===== src/hw/rtl/stwp_pkg.sv =====
// ----------------------------------------------------------------------------
// stwp_pkg
// Shared types, constants and code tables for the 6-bit text word packer.
// ----------------------------------------------------------------------------
package stwp_pkg;

  localparam int CHARS_PER_WORD = 5;
  localparam int GROUP_W        = 6;
  localparam int ACC_W          = 30;
  localparam int SHIFT_W        = 36;  // six groups, top one padded from 2 bits
  localparam int NUM_GROUPS     = 6;

  localparam logic [5:0] CODE_NONE    = 6'd0;
  localparam logic [5:0] CODE_NEWLINE = 6'd63;
  localparam logic [7:0] LOWER_OFFSET = 8'd96;
  localparam logic [7:0] UPPER_OFFSET = 8'd38;

  typedef struct packed {
    logic [7:0]  in_char;
    logic [31:0] in_word;
  } in_t;

  typedef struct packed {
    logic [31:0] word_out;
    logic        word_valid;
    logic [7:0]  char_out;
    logic        char_valid;
    logic        line_end;
    logic        bad_char;
    logic        last;
  } out_t;

  typedef struct packed {
    logic start;
    logic take;
  } unp_ctrl_t;

  typedef struct packed {
    logic busy;
    logic res_valid;
  } unp_status_t;

  // character byte to 6-bit code, CODE_NONE when it has no code
  function automatic logic [5:0] code_of(input logic [7:0] c);
    logic [5:0] code;
    code = CODE_NONE;
    if (c >= 8'h61 && c <= 8'h7a) begin
      code = 6'(c - LOWER_OFFSET);
    end else if (c >= 8'h41 && c <= 8'h5a) begin
      code = 6'(c - UPPER_OFFSET);
    end else begin
      unique case (c)
        8'h2e:   code = 6'd53;  // .
        8'h5f:   code = 6'd54;  // _
        8'h2c:   code = 6'd55;  // ,
        8'h27:   code = 6'd56;  // '
        8'h3f:   code = 6'd57;  // ?
        8'h21:   code = 6'd58;  // !
        8'h60:   code = 6'd59;  // `
        8'h2d:   code = 6'd60;  // -
        8'h23:   code = 6'd61;  // #
        8'h24:   code = 6'd62;  // $
        8'h0a:   code = CODE_NEWLINE;
        default: code = CODE_NONE;
      endcase
    end
    return code;
  endfunction

  // 6-bit code back to character byte; code 0 gives byte 0
  function automatic logic [7:0] char_of(input logic [5:0] code);
    logic [7:0] c;
    c = 8'h00;
    if (code >= 6'd1 && code <= 6'd26) begin
      c = {2'b00, code} + LOWER_OFFSET;
    end else if (code >= 6'd27 && code <= 6'd52) begin
      c = {2'b00, code} + UPPER_OFFSET;
    end else begin
      unique case (code)
        6'd53:        c = 8'h2e;
        6'd54:        c = 8'h5f;
        6'd55:        c = 8'h2c;
        6'd56:        c = 8'h27;
        6'd57:        c = 8'h3f;
        6'd58:        c = 8'h21;
        6'd59:        c = 8'h60;
        6'd60:        c = 8'h2d;
        6'd61:        c = 8'h23;
        6'd62:        c = 8'h24;
        CODE_NEWLINE: c = 8'h0a;
        default:      c = 8'h00;
      endcase
    end
    return c;
  endfunction

endpackage


===== src/hw/rtl/stwp_pack.sv =====
// ----------------------------------------------------------------------------
// stwp_pack
// Pack path: maps a character to its code and shifts it into the accumulator,
// producing a word after the configured count or after a newline, or a bad_char item for a character with no code.
// ----------------------------------------------------------------------------
module stwp_pack #(
  parameter int CHARS_PER_WORD = stwp_pkg::CHARS_PER_WORD
) (
  input  logic           clk,
  input  logic           rst,
  input  logic           load,
  input  logic [7:0]     in_char,
  output logic           res_valid,
  output stwp_pkg::out_t res
);

  localparam int CNT_W = $clog2(CHARS_PER_WORD + 1);

  logic [stwp_pkg::ACC_W-1:0] acc;
  logic [stwp_pkg::ACC_W-1:0] acc_next;
  logic [CNT_W-1:0]           count;
  logic [CNT_W-1:0]           count_next;
  logic [5:0]                 code;
  logic                       bad;
  logic                       word_done;

  assign code       = stwp_pkg::code_of(in_char);
  assign bad        = (code == stwp_pkg::CODE_NONE);
  assign acc_next   = {acc[stwp_pkg::ACC_W-stwp_pkg::GROUP_W-1:0], code};
  assign count_next = count + 1'b1;
  assign word_done  = (code == stwp_pkg::CODE_NEWLINE) ||
                      (count_next >= CNT_W'(CHARS_PER_WORD));
  assign res_valid  = bad || word_done;

  always_comb begin
    res            = '0;
    res.last       = 1'b1;
    res.bad_char   = bad;
    if (!bad) begin
      res.word_out   = {2'b00, acc_next};
      res.word_valid = 1'b1;
    end
  end

  always_ff @(posedge clk) begin
    if (rst) begin
      acc   <= '0;
      count <= '0;
    end else if (load && !bad) begin
      if (word_done) begin
        acc   <= '0;
        count <= '0;
      end else begin
        acc   <= acc_next;
        count <= count_next;
      end
    end
  end

endmodule


===== src/hw/rtl/stwp_unpack.sv =====
// ----------------------------------------------------------------------------
// stwp_unpack
// Unpack sequencer: one 6-bit left shift per cycle, first to skip leading
// zero groups, then to emit one character per group, held while take is low.
// ----------------------------------------------------------------------------
module stwp_unpack (
  input  logic                  clk,
  input  logic                  rst,
  input  stwp_pkg::unp_ctrl_t   ctrl,
  input  logic [31:0]           in_word,
  output stwp_pkg::unp_status_t status,
  output stwp_pkg::out_t        res
);

  localparam logic [1:0] ST_IDLE = 2'd0;
  localparam logic [1:0] ST_NORM = 2'd1;
  localparam logic [1:0] ST_EMIT = 2'd2;

  localparam int SW = stwp_pkg::SHIFT_W;
  localparam int GW = stwp_pkg::GROUP_W;

  logic [1:0]    state;
  logic [SW-1:0] shreg;
  logic [SW-1:0] shreg_next;
  logic [2:0]    groups_left;
  logic [5:0]    top_grp;
  logic [5:0]    next_grp;
  logic          nl_follows;
  logic          final_grp;

  assign top_grp    = shreg[SW-1 -: GW];
  assign next_grp   = shreg[SW-GW-1 -: GW];
  assign shreg_next = {shreg[SW-GW-1:0], {GW{1'b0}}};

  // a trailing newline group rides on the character before it
  assign nl_follows = (groups_left == 3'd2) && (next_grp == stwp_pkg::CODE_NEWLINE);
  assign final_grp  = (groups_left == 3'd1) || nl_follows;

  assign status.busy      = (state != ST_IDLE);
  assign status.res_valid = (state == ST_EMIT);

  always_comb begin
    res          = '0;
    res.last     = final_grp;
    res.line_end = nl_follows;
    if (groups_left == 3'd1 && top_grp == stwp_pkg::CODE_NEWLINE) begin
      res.line_end = 1'b1;  // newline-only word
    end else begin
      res.char_out   = stwp_pkg::char_of(top_grp);
      res.char_valid = 1'b1;
    end
  end

  always_ff @(posedge clk) begin
    if (rst) begin
      state       <= ST_IDLE;
      shreg       <= '0;
      groups_left <= '0;
    end else begin
      unique case (state)
        ST_IDLE: begin
          if (ctrl.start) begin
            shreg       <= {{(SW-32){1'b0}}, in_word};
            groups_left <= 3'(stwp_pkg::NUM_GROUPS);
            state       <= ST_NORM;
          end
        end
        ST_NORM: begin
          if (shreg == '0) begin
            groups_left <= '0;
            state       <= ST_IDLE;
          end else if (top_grp != 6'd0) begin
            state <= ST_EMIT;
          end else begin
            shreg       <= shreg_next;
            groups_left <= groups_left - 3'd1;
          end
        end
        ST_EMIT: begin
          if (ctrl.take) begin
            if (final_grp) begin
              shreg       <= '0;
              groups_left <= '0;
              state       <= ST_IDLE;
            end else begin
              shreg       <= shreg_next;
              groups_left <= groups_left - 3'd1;
            end
          end
        end
        default: state <= ST_IDLE;
      endcase
    end
  end

endmodule


===== src/hw/rtl/sixbit_text_word_packer_core.sv =====
// Pack: one character item per cycle unless the output stalls; a finished
//   word or a bad_char item enters the output register as its character is accepted.
// Unpack: busy after a word is accepted, while its leading zero groups are
//   skipped and its results emitted (a zero word gives none); no new word is
//   taken while busy, and output stalls hold the sequencer.
// Reset clears direction, the pack accumulator and count, and the sequencer.
// ----------------------------------------------------------------------------
// sixbit_text_word_packer_core
// 6-bit text packer and unpacker with a single output register.
// ----------------------------------------------------------------------------
module sixbit_text_word_packer_core #(
  parameter int CHARS_PER_WORD = stwp_pkg::CHARS_PER_WORD
) (
  input  logic           clk,
  input  logic           rst,
  input  logic           cfg_write,
  input  logic           cfg_data,
  input  logic           in_valid,
  output logic           in_stall,
  input  stwp_pkg::in_t  in_item,
  output logic           out_valid,
  input  logic           out_stall,
  output stwp_pkg::out_t out_item
);

  logic                  direction;
  logic                  out_free;
  logic                  accept;
  logic                  pack_load;
  logic                  pack_res_valid;
  stwp_pkg::out_t        pack_res;
  stwp_pkg::unp_ctrl_t   unp_ctrl;
  stwp_pkg::unp_status_t unp_status;
  stwp_pkg::out_t        unp_res;

  assign out_free  = !out_valid || !out_stall;
  assign in_stall  = unp_status.busy || !out_free;
  assign accept    = in_valid && !in_stall;
  assign pack_load = accept && !direction;

  assign unp_ctrl.start = accept && direction;
  assign unp_ctrl.take  = out_free;

  stwp_pack #(
    .CHARS_PER_WORD(CHARS_PER_WORD)
  ) u_pack (
    .clk      (clk),
    .rst      (rst),
    .load     (pack_load),
    .in_char  (in_item.in_char),
    .res_valid(pack_res_valid),
    .res      (pack_res)
  );

  stwp_unpack u_unpack (
    .clk    (clk),
    .rst    (rst),
    .ctrl   (unp_ctrl),
    .in_word(in_item.in_word),
    .status (unp_status),
    .res    (unp_res)
  );

  always_ff @(posedge clk) begin
    if (rst) begin
      direction <= 1'b0;
    end else if (cfg_write) begin
      direction <= cfg_data;
    end
  end

  always_ff @(posedge clk) begin
    if (rst) begin
      out_valid <= 1'b0;
    end else if ((pack_load && pack_res_valid) || (unp_status.res_valid && out_free)) begin
      out_valid <= 1'b1;
    end else if (!out_stall) begin
      out_valid <= 1'b0;
    end
  end

  // the unpacker only emits while busy, so the two sources never collide
  always_ff @(posedge clk) begin
    if (pack_load && pack_res_valid) begin
      out_item <= pack_res;
    end else if (unp_status.res_valid && out_free) begin
      out_item <= unp_res;
    end
  end

endmodule


===== config.mk =====
export PLATFORM = sky130hd
export DESIGN_NAME = sixbit_text_word_packer_core
export DESIGN_NICKNAME = d
export VERILOG_FILES = /design/src/hw/rtl/stwp_pkg.sv /design/src/hw/rtl/stwp_pack.sv /design/src/hw/rtl/stwp_unpack.sv /design/src/hw/rtl/sixbit_text_word_packer_core.sv
export SDC_FILE = /design/constraint.sdc
export NUM_CORES = 1
export LEC_CHECK = 0
export BUFFER_PORTS_ARGS = -buffer_cell sky130_fd_sc_hd__buf_2
export CORE_AREA = 2 2 97 117
export CTS_CLUSTER_DIAMETER = 150
export DETAILED_ROUTE_END_ITERATION = 12
export DIE_AREA = 0 0 99 119
export PLACE_DENSITY = 0.83
export SYNTH_ARGS = -nofsm -noshare
export SYNTH_HDL_FRONTEND = slang
export SYNTH_SLANG_ARGS = --single-unit

===== constraint.sdc =====
create_clock -name clk -period 5.9 [get_ports clk]
set_input_delay 1.18 -clock clk [delete_from_list [all_inputs] [get_ports clk]]
set_output_delay 1.18 -clock clk [all_outputs]
set_load 0.1 [all_outputs]

[After elaboration in Yosys (flattened, before gate mapping)]
Cells that the tools add are included.
Word-level totals
  bits in registers: 115
  bits of input ports: 46
  output and inout port bits: 47
Operators by class
  add/sub/neg operators: 6
  order comparisons: 9
  equal/unequal tests: 36
  multiplexer cells: 33
  reductions and logical operators: 34
Operator list (number)
  $mux 36: 5
  $pmux 36 s3: 1
  $mux 45: 2
  $eq 6x6->1 const B: 13
  $pmux 7 s11: 1
  $pmux 6 s11: 1
  $eq 8x6->1 const B: 8
  $logic_not 36->1: 1
  $mux 31: 1
  $mux 24: 1
  $mux 3: 6
  $eq 8x7->1 const B: 2
  $ge 8x7->1 const B: 2
  $le 8x7->1 const B: 2
  $mux 8: 2
  $logic_and 1x1->1: 12
  $mux 6: 2
  $sub 6x6->6 const B: 2
  $mux 2: 5
  $mux 9: 1
  $pmux 3 s3: 1
  $add 6x7->8 const B: 1
  $eq 8x4->1 const B: 1
  $reduce_and 4->1: 2
  other kinds (26): 43

[Depth between registers and ports, before layout]
  depth in word-level cells: 10
  depth in mapped cells: 11
  depth with buffers taken out: 10

[Modules after synthesis]
A second synthesis with hierarchy kept.
Second synthesis, totals
  cells, all modules: 669
  area, all modules: 6566.3 um^2
By module, submodules not included
  stwp_unpack: times used 1, cells an instance 345, area an instance 2612.5 um^2
  sixbit_text_word_packer_core: times used 1, cells an instance 110, area an instance 2119.5 um^2
  stwp_pack: times used 1, cells an instance 214, area an instance 1834.3 um^2

[Worst setup path after synthesis]
Ideal clock, no wire load.
  path type: in2reg
  from: in in_item[36] in the netlist's numbering
  to: reg out_item[12] in the netlist's numbering (enable)
  arrival time: 3.757 ns
  data required time: 5.511 ns
  setup slack: 1.753 ns
  stages: 9
  cells stage by stage: buf_6 -> or3_4 -> or3b_1 -> a211o_1 -> nand4_2 -> nand4_2 -> o31a_1 -> a21o_2 -> nand2_1
Between the ends
  word-level cells in the longest chain between the ends: 9
  elaborated cells on any way between the ends: 28
  classes of those cells: 2 x add/sub; 4 x order compare; 12 x eq/ne; 3 x mux; 7 x reduce/logical
RTL lines
  from (decl): line sixbit_text_word_packer_core.sv:20  | input stwp_pkg::in_t in_item,
  $ge 8x7->1 (tied with other cells): line stwp_pkg.sv:49  | end else if (c >= 8'h41 && c <= 8'h5a) begin
  $logic_and 1x1->1 or $pmux 6 s11 (tied branches): line stwp_pkg.sv:49, stwp_pkg.sv:52
  $mux 6: line stwp_pkg.sv:49
  $mux 6 *: line stwp_pkg.sv:47  | if (c >= 8'h61 && c <= 8'h7a) begin
  $eq 6x6->1: line stwp_pack.sv:31  | assign word_done = (code == stwp_pkg::CODE_NEWLINE) ||
  $logic_or 1x1->1: line stwp_pack.sv:31
  $logic_or 1x1->1 *: line stwp_pack.sv:33  | assign res_valid = bad || word_done;
  $logic_and 1x1->1 *: line sixbit_text_word_packer_core.sv:84  | if (pack_load && pack_res_valid) begin
  $reduce_bool 2->1 (no source line) *
  to (signal assigned): line sixbit_text_word_packer_core.sv:85  | out_item <= pack_res;
  to (signal assigned): line sixbit_text_word_packer_core.sv:87  | out_item <= unp_res;
  to (decl): line sixbit_text_word_packer_core.sv:23  | output stwp_pkg::out_t out_item
Every way passes the cells marked *; elsewhere a longest branch is shown, timed or not.
A chain may end at the register's enable or synchronous reset.

[Worst setup path in the final report]
  from: in in_item[34] in the netlist's numbering
  to: reg u_pack.count[0]
Between the ends
  word-level cells in the longest chain between the ends: 7
  elaborated cells on any way between the ends: 28
  classes of those cells: 2 x add/sub; 4 x order compare; 12 x eq/ne; 4 x mux; 6 x reduce/logical
RTL lines
  $ge 8x7->1 (tied with other cells): line stwp_pkg.sv:49
  $logic_and 1x1->1 or $pmux 6 s11 (tied branches): line stwp_pkg.sv:49, stwp_pkg.sv:52
  $mux 6: line stwp_pkg.sv:49
  $mux 6 *: line stwp_pkg.sv:47
  $eq 6x6->1 or $logic_not 6->1 (tied branches): line stwp_pack.sv:31, stwp_pack.sv:28
  $logic_or 1x1->1 or $logic_not 1->1 (tied branches)
  $mux 3 or $logic_and 1x1->1 (tied branches): line stwp_pack.sv:50, stwp_pack.sv:49
  to (signal assigned): line stwp_pack.sv:55  | count <= count_next;
  to (decl): line stwp_pack.sv:21  | logic [CNT_W-1:0] count;
Marked as above.

==> flow_summary_export.csv <==
group,metric,value,unit
synth,synthTopCellsByCount,"dfxtp_1 (81), a21oi_1 (65), nor2_1 (62), edfxtp_1 (32)",
route,wl_per_cell,15.1,µm
final_layout,final_util,62.7,%
route,drc,0,
timing,finalClockSkew,0.00496,ns
die,die-area,11800,µm²
grt,first_global_vias,4487,
critical_path,crit_path_max_fanout,26,
route,vias,4774,
synth,ys.flop_type,"dfxtp_1",
synth,post-synth-top-count-cell,"dfxtp_1",
grt,track_usage,21.9,%
critical_path,timing.critical_path.from,"in_item[34]",
place,port_buffers,90,
final_layout,drive_gt1_share,21.3,%
synth,synth_area_leaders,"dfxtp_1 (28%), edfxtp_1 (17%), a21oi_1 (5.7%), nor2_1 (4.1%), a22o_1 (4.0%)",
pwr,p_total,3.66,mW
cts,h-tree-depth,4,
pwr,ir_drop,0.000331,V
synth,synth_edf_count,32,
cts,cts-root-buf,"clkbuf_16",
pwr,powerDensity,541,nW/µm²
synth,synth_warnings,0,
grt,grt_max_degree,72,
synth,synthCells,614,
synth,postSynth.asyncResetShare,0,%
final_layout,area_delta_synth_final,18.1,%
synth,yosysTopAreaCellShare,28.4,%
timing,tightestPinTransition,1.20,ns
timing,rsz0062_at_grt,"no",
pwr,clkPwrFrac,29.9,%
route,routed_wl,12500,µm
pwr,intPower,2.04,mW
cts,cts_tree,"built",
timing,period_needed,3.81,ns
cts,cts_setup_buffers,0,
timing,drv_slew,0,
die,io_pins,93,
grt,grt.overflow.total,0,
route,vias_per_cell,5.77,
grt,grt_pass1_wl,21000,µm
final_layout,fill_cells,863,
die,die_h,119,µm
pwr,seqPwrFrac,30.7,%
synth,syn_area,5720,µm²
route,drtPass1Iterations,5,
pwr,swShare,44.1,%
critical_path,cp-start-kind,"input port",
cts,clockBufferDepth,2,
timing,worst_slew_margin_rel,19.9,%
synth,yosys_register_bits,113,
cts,ctsHoldBuffers,0,
place,pre_cts_slack,1.71,ns
timing,finalCritPeriodShare,64.6,%
outcome,outcome,"finished, final reports clean",
timing,setup_violations,0,
cts,worst_setup_hold_path_clk_slew,0.05,ns
critical_path,crit_required,6.25,ns
pwr,net-switching-power,1.61,mW
cts,post_cts_resized,0,
grt,met1_usage,27.5,%
grt,use_met3,7.34,%
synth,yosysUniqueCellTypes,71,
cts,clkLatencyLatePin,0.41,ns
grt,top_usage_layer,"met2",
hold_path,min_from,"out_item[3]",
synth,ys_seq_area_share,45.2,%
die,initial_utilization,53.1,%
route,postRouteAntennaNets,0,
flow_run,cap_violations,0,
die,coreArea,10800,µm²
timing,fmaxAchievable,263,MHz
grt,antenna_found_initial,0,
critical_path,r2r-start,"u_unpack.shreg[30]",
grt,use_met2,35.6,%
timing,fin_ws,2.09,ns
final_layout,nNetsFinal,741,
die,placementRows,42,
timing,setup_tns,0,ns
synth,avgSynthCellArea,9.31,µm²
timing,finalHoldViolCount,0,
critical_path,worstSetupPathType,"input port to flip-flop",
hold_path,hold_path_class,"flip-flop to flip-flop",
cts,clkSinkCount,113,
route,drt_iter0_markers,268,
critical_path,critPathArrivalTime,4.16,ns
die,die_x,99,µm
pwr,power_frac_comb,39.5,%
critical_path,endpoint_kind,"flip-flop",
place,hpwlAfterDp,8400,µm
synth,synth_top_area_cell,"dfxtp_1",
pwr,leakagePower,2.63,nW
cts,numCtsBuffers,17,
place,gp_congestion,0.907,
area by class of cell:
type | count | area [µm²] | share of cell area, %
antenna | 1 | 2.50 | 0.0371
tap | 132 | 165 | 2.45
multi-input combinational | 437 | 2820 | 41.8
sequential | 113 | 2580 | 38.3
clock inverter | 14 | 204 | 3.02
clock buffer | 18 | 429 | 6.36
timing repair buffer | 92 | 465 | 6.90
inverter | 21 | 78.8 | 1.17
cells by family after synthesis:
family	count (synthesis)	synth area share (%)
xor+xnor	3	0.460
simple gates	238	24.0
mux	3	0.547
fa+ha+maj	13	2.85
buf+inv	65	5.63
compound gates	178	21.3
flops	113	45.2
other cells	1	0.0656
path summary, 6_finish.rpt:
| path | end | slack, ns | depth (start not counted) |
|---|---|---|---|
| min reg2reg | out_item[3] | 0.47 | 2 |
| max reg2reg | u_unpack.shreg[12] | 2.91 | 7 |
| max | u_pack.count[0] | 2.09 | 11 |
| min | out_item[3] | 0.47 | 2 |
metal layers:
layer | share of wire, % | wire [µm]
met2 | 48 | 6020
met4 | 1.3 | 157
met1 | 44 | 5490
met3 | 6.7 | 833
met5 | 0 | 0
placed cells by master (no fill, tap or decap), drive strengths merged, types with 12 or more instances in the layout:
cell type,n
buf,92
dfxtp,81
a21oi,68
nor2,62
edfxtp,32
nor2b,30
and2,30
a211oi,29
a22o,26
nand2,25
inv,25
clkbuf,18
nand2b,17
o21ai,15
ha,13
nand3,12
power by group through the flow:
| stage | Combinational, mW | Sequential [mW] | Clock [mW] |
|---|---|---|---|
| floorplan | 0.688 | 1.65 | 0 |
| global placement | 1.41 | 1.12 | 0 |
| detailed placement | 1.44 | 1.13 | 0 |
| CTS | 1.45 | 1.12 | 1.10 |
| global route | 1.56 | 1.14 | 1.14 |
| finish | 1.44 | 1.12 | 1.09 |
metrics by stage:
stage / instances / hold WS [ns] / instance area, µm²
6_report: 828 / 0.469 / 6750
4_1_cts: 827 / 0.476 / 6750
3_5_place_dp: 795 / 0.461 / 6110
2_1_floorplan: 615 / 0.440 / 5720
5_1_grt: 827 / 0.481 / 6750
3_3_place_gp: 795 / 0.454 / 6110
worst max-delay path: stages:
cell and delay, ns:
buf_2 0.25, inv_1 0.13, ha_1 0.19, nand4b_1 0.15
a41oi_1 0.15, o21ai_0 0.19, nand3_1 0.18, nor4_2 0.40
nand3_4 0.16, a21oi_2 0.85, mux2_2 0.31
registers in the layout, indices dropped and copies added, names as in the netlist:
name	flops
out_valid	1
out_item	43
direction	1
u_unpack.groups_left	3
u_pack.count	3
u_pack.acc	24
u_unpack.state	2
u_unpack.shreg	36
No activity file was read; power rests on OpenSTA's default activity.
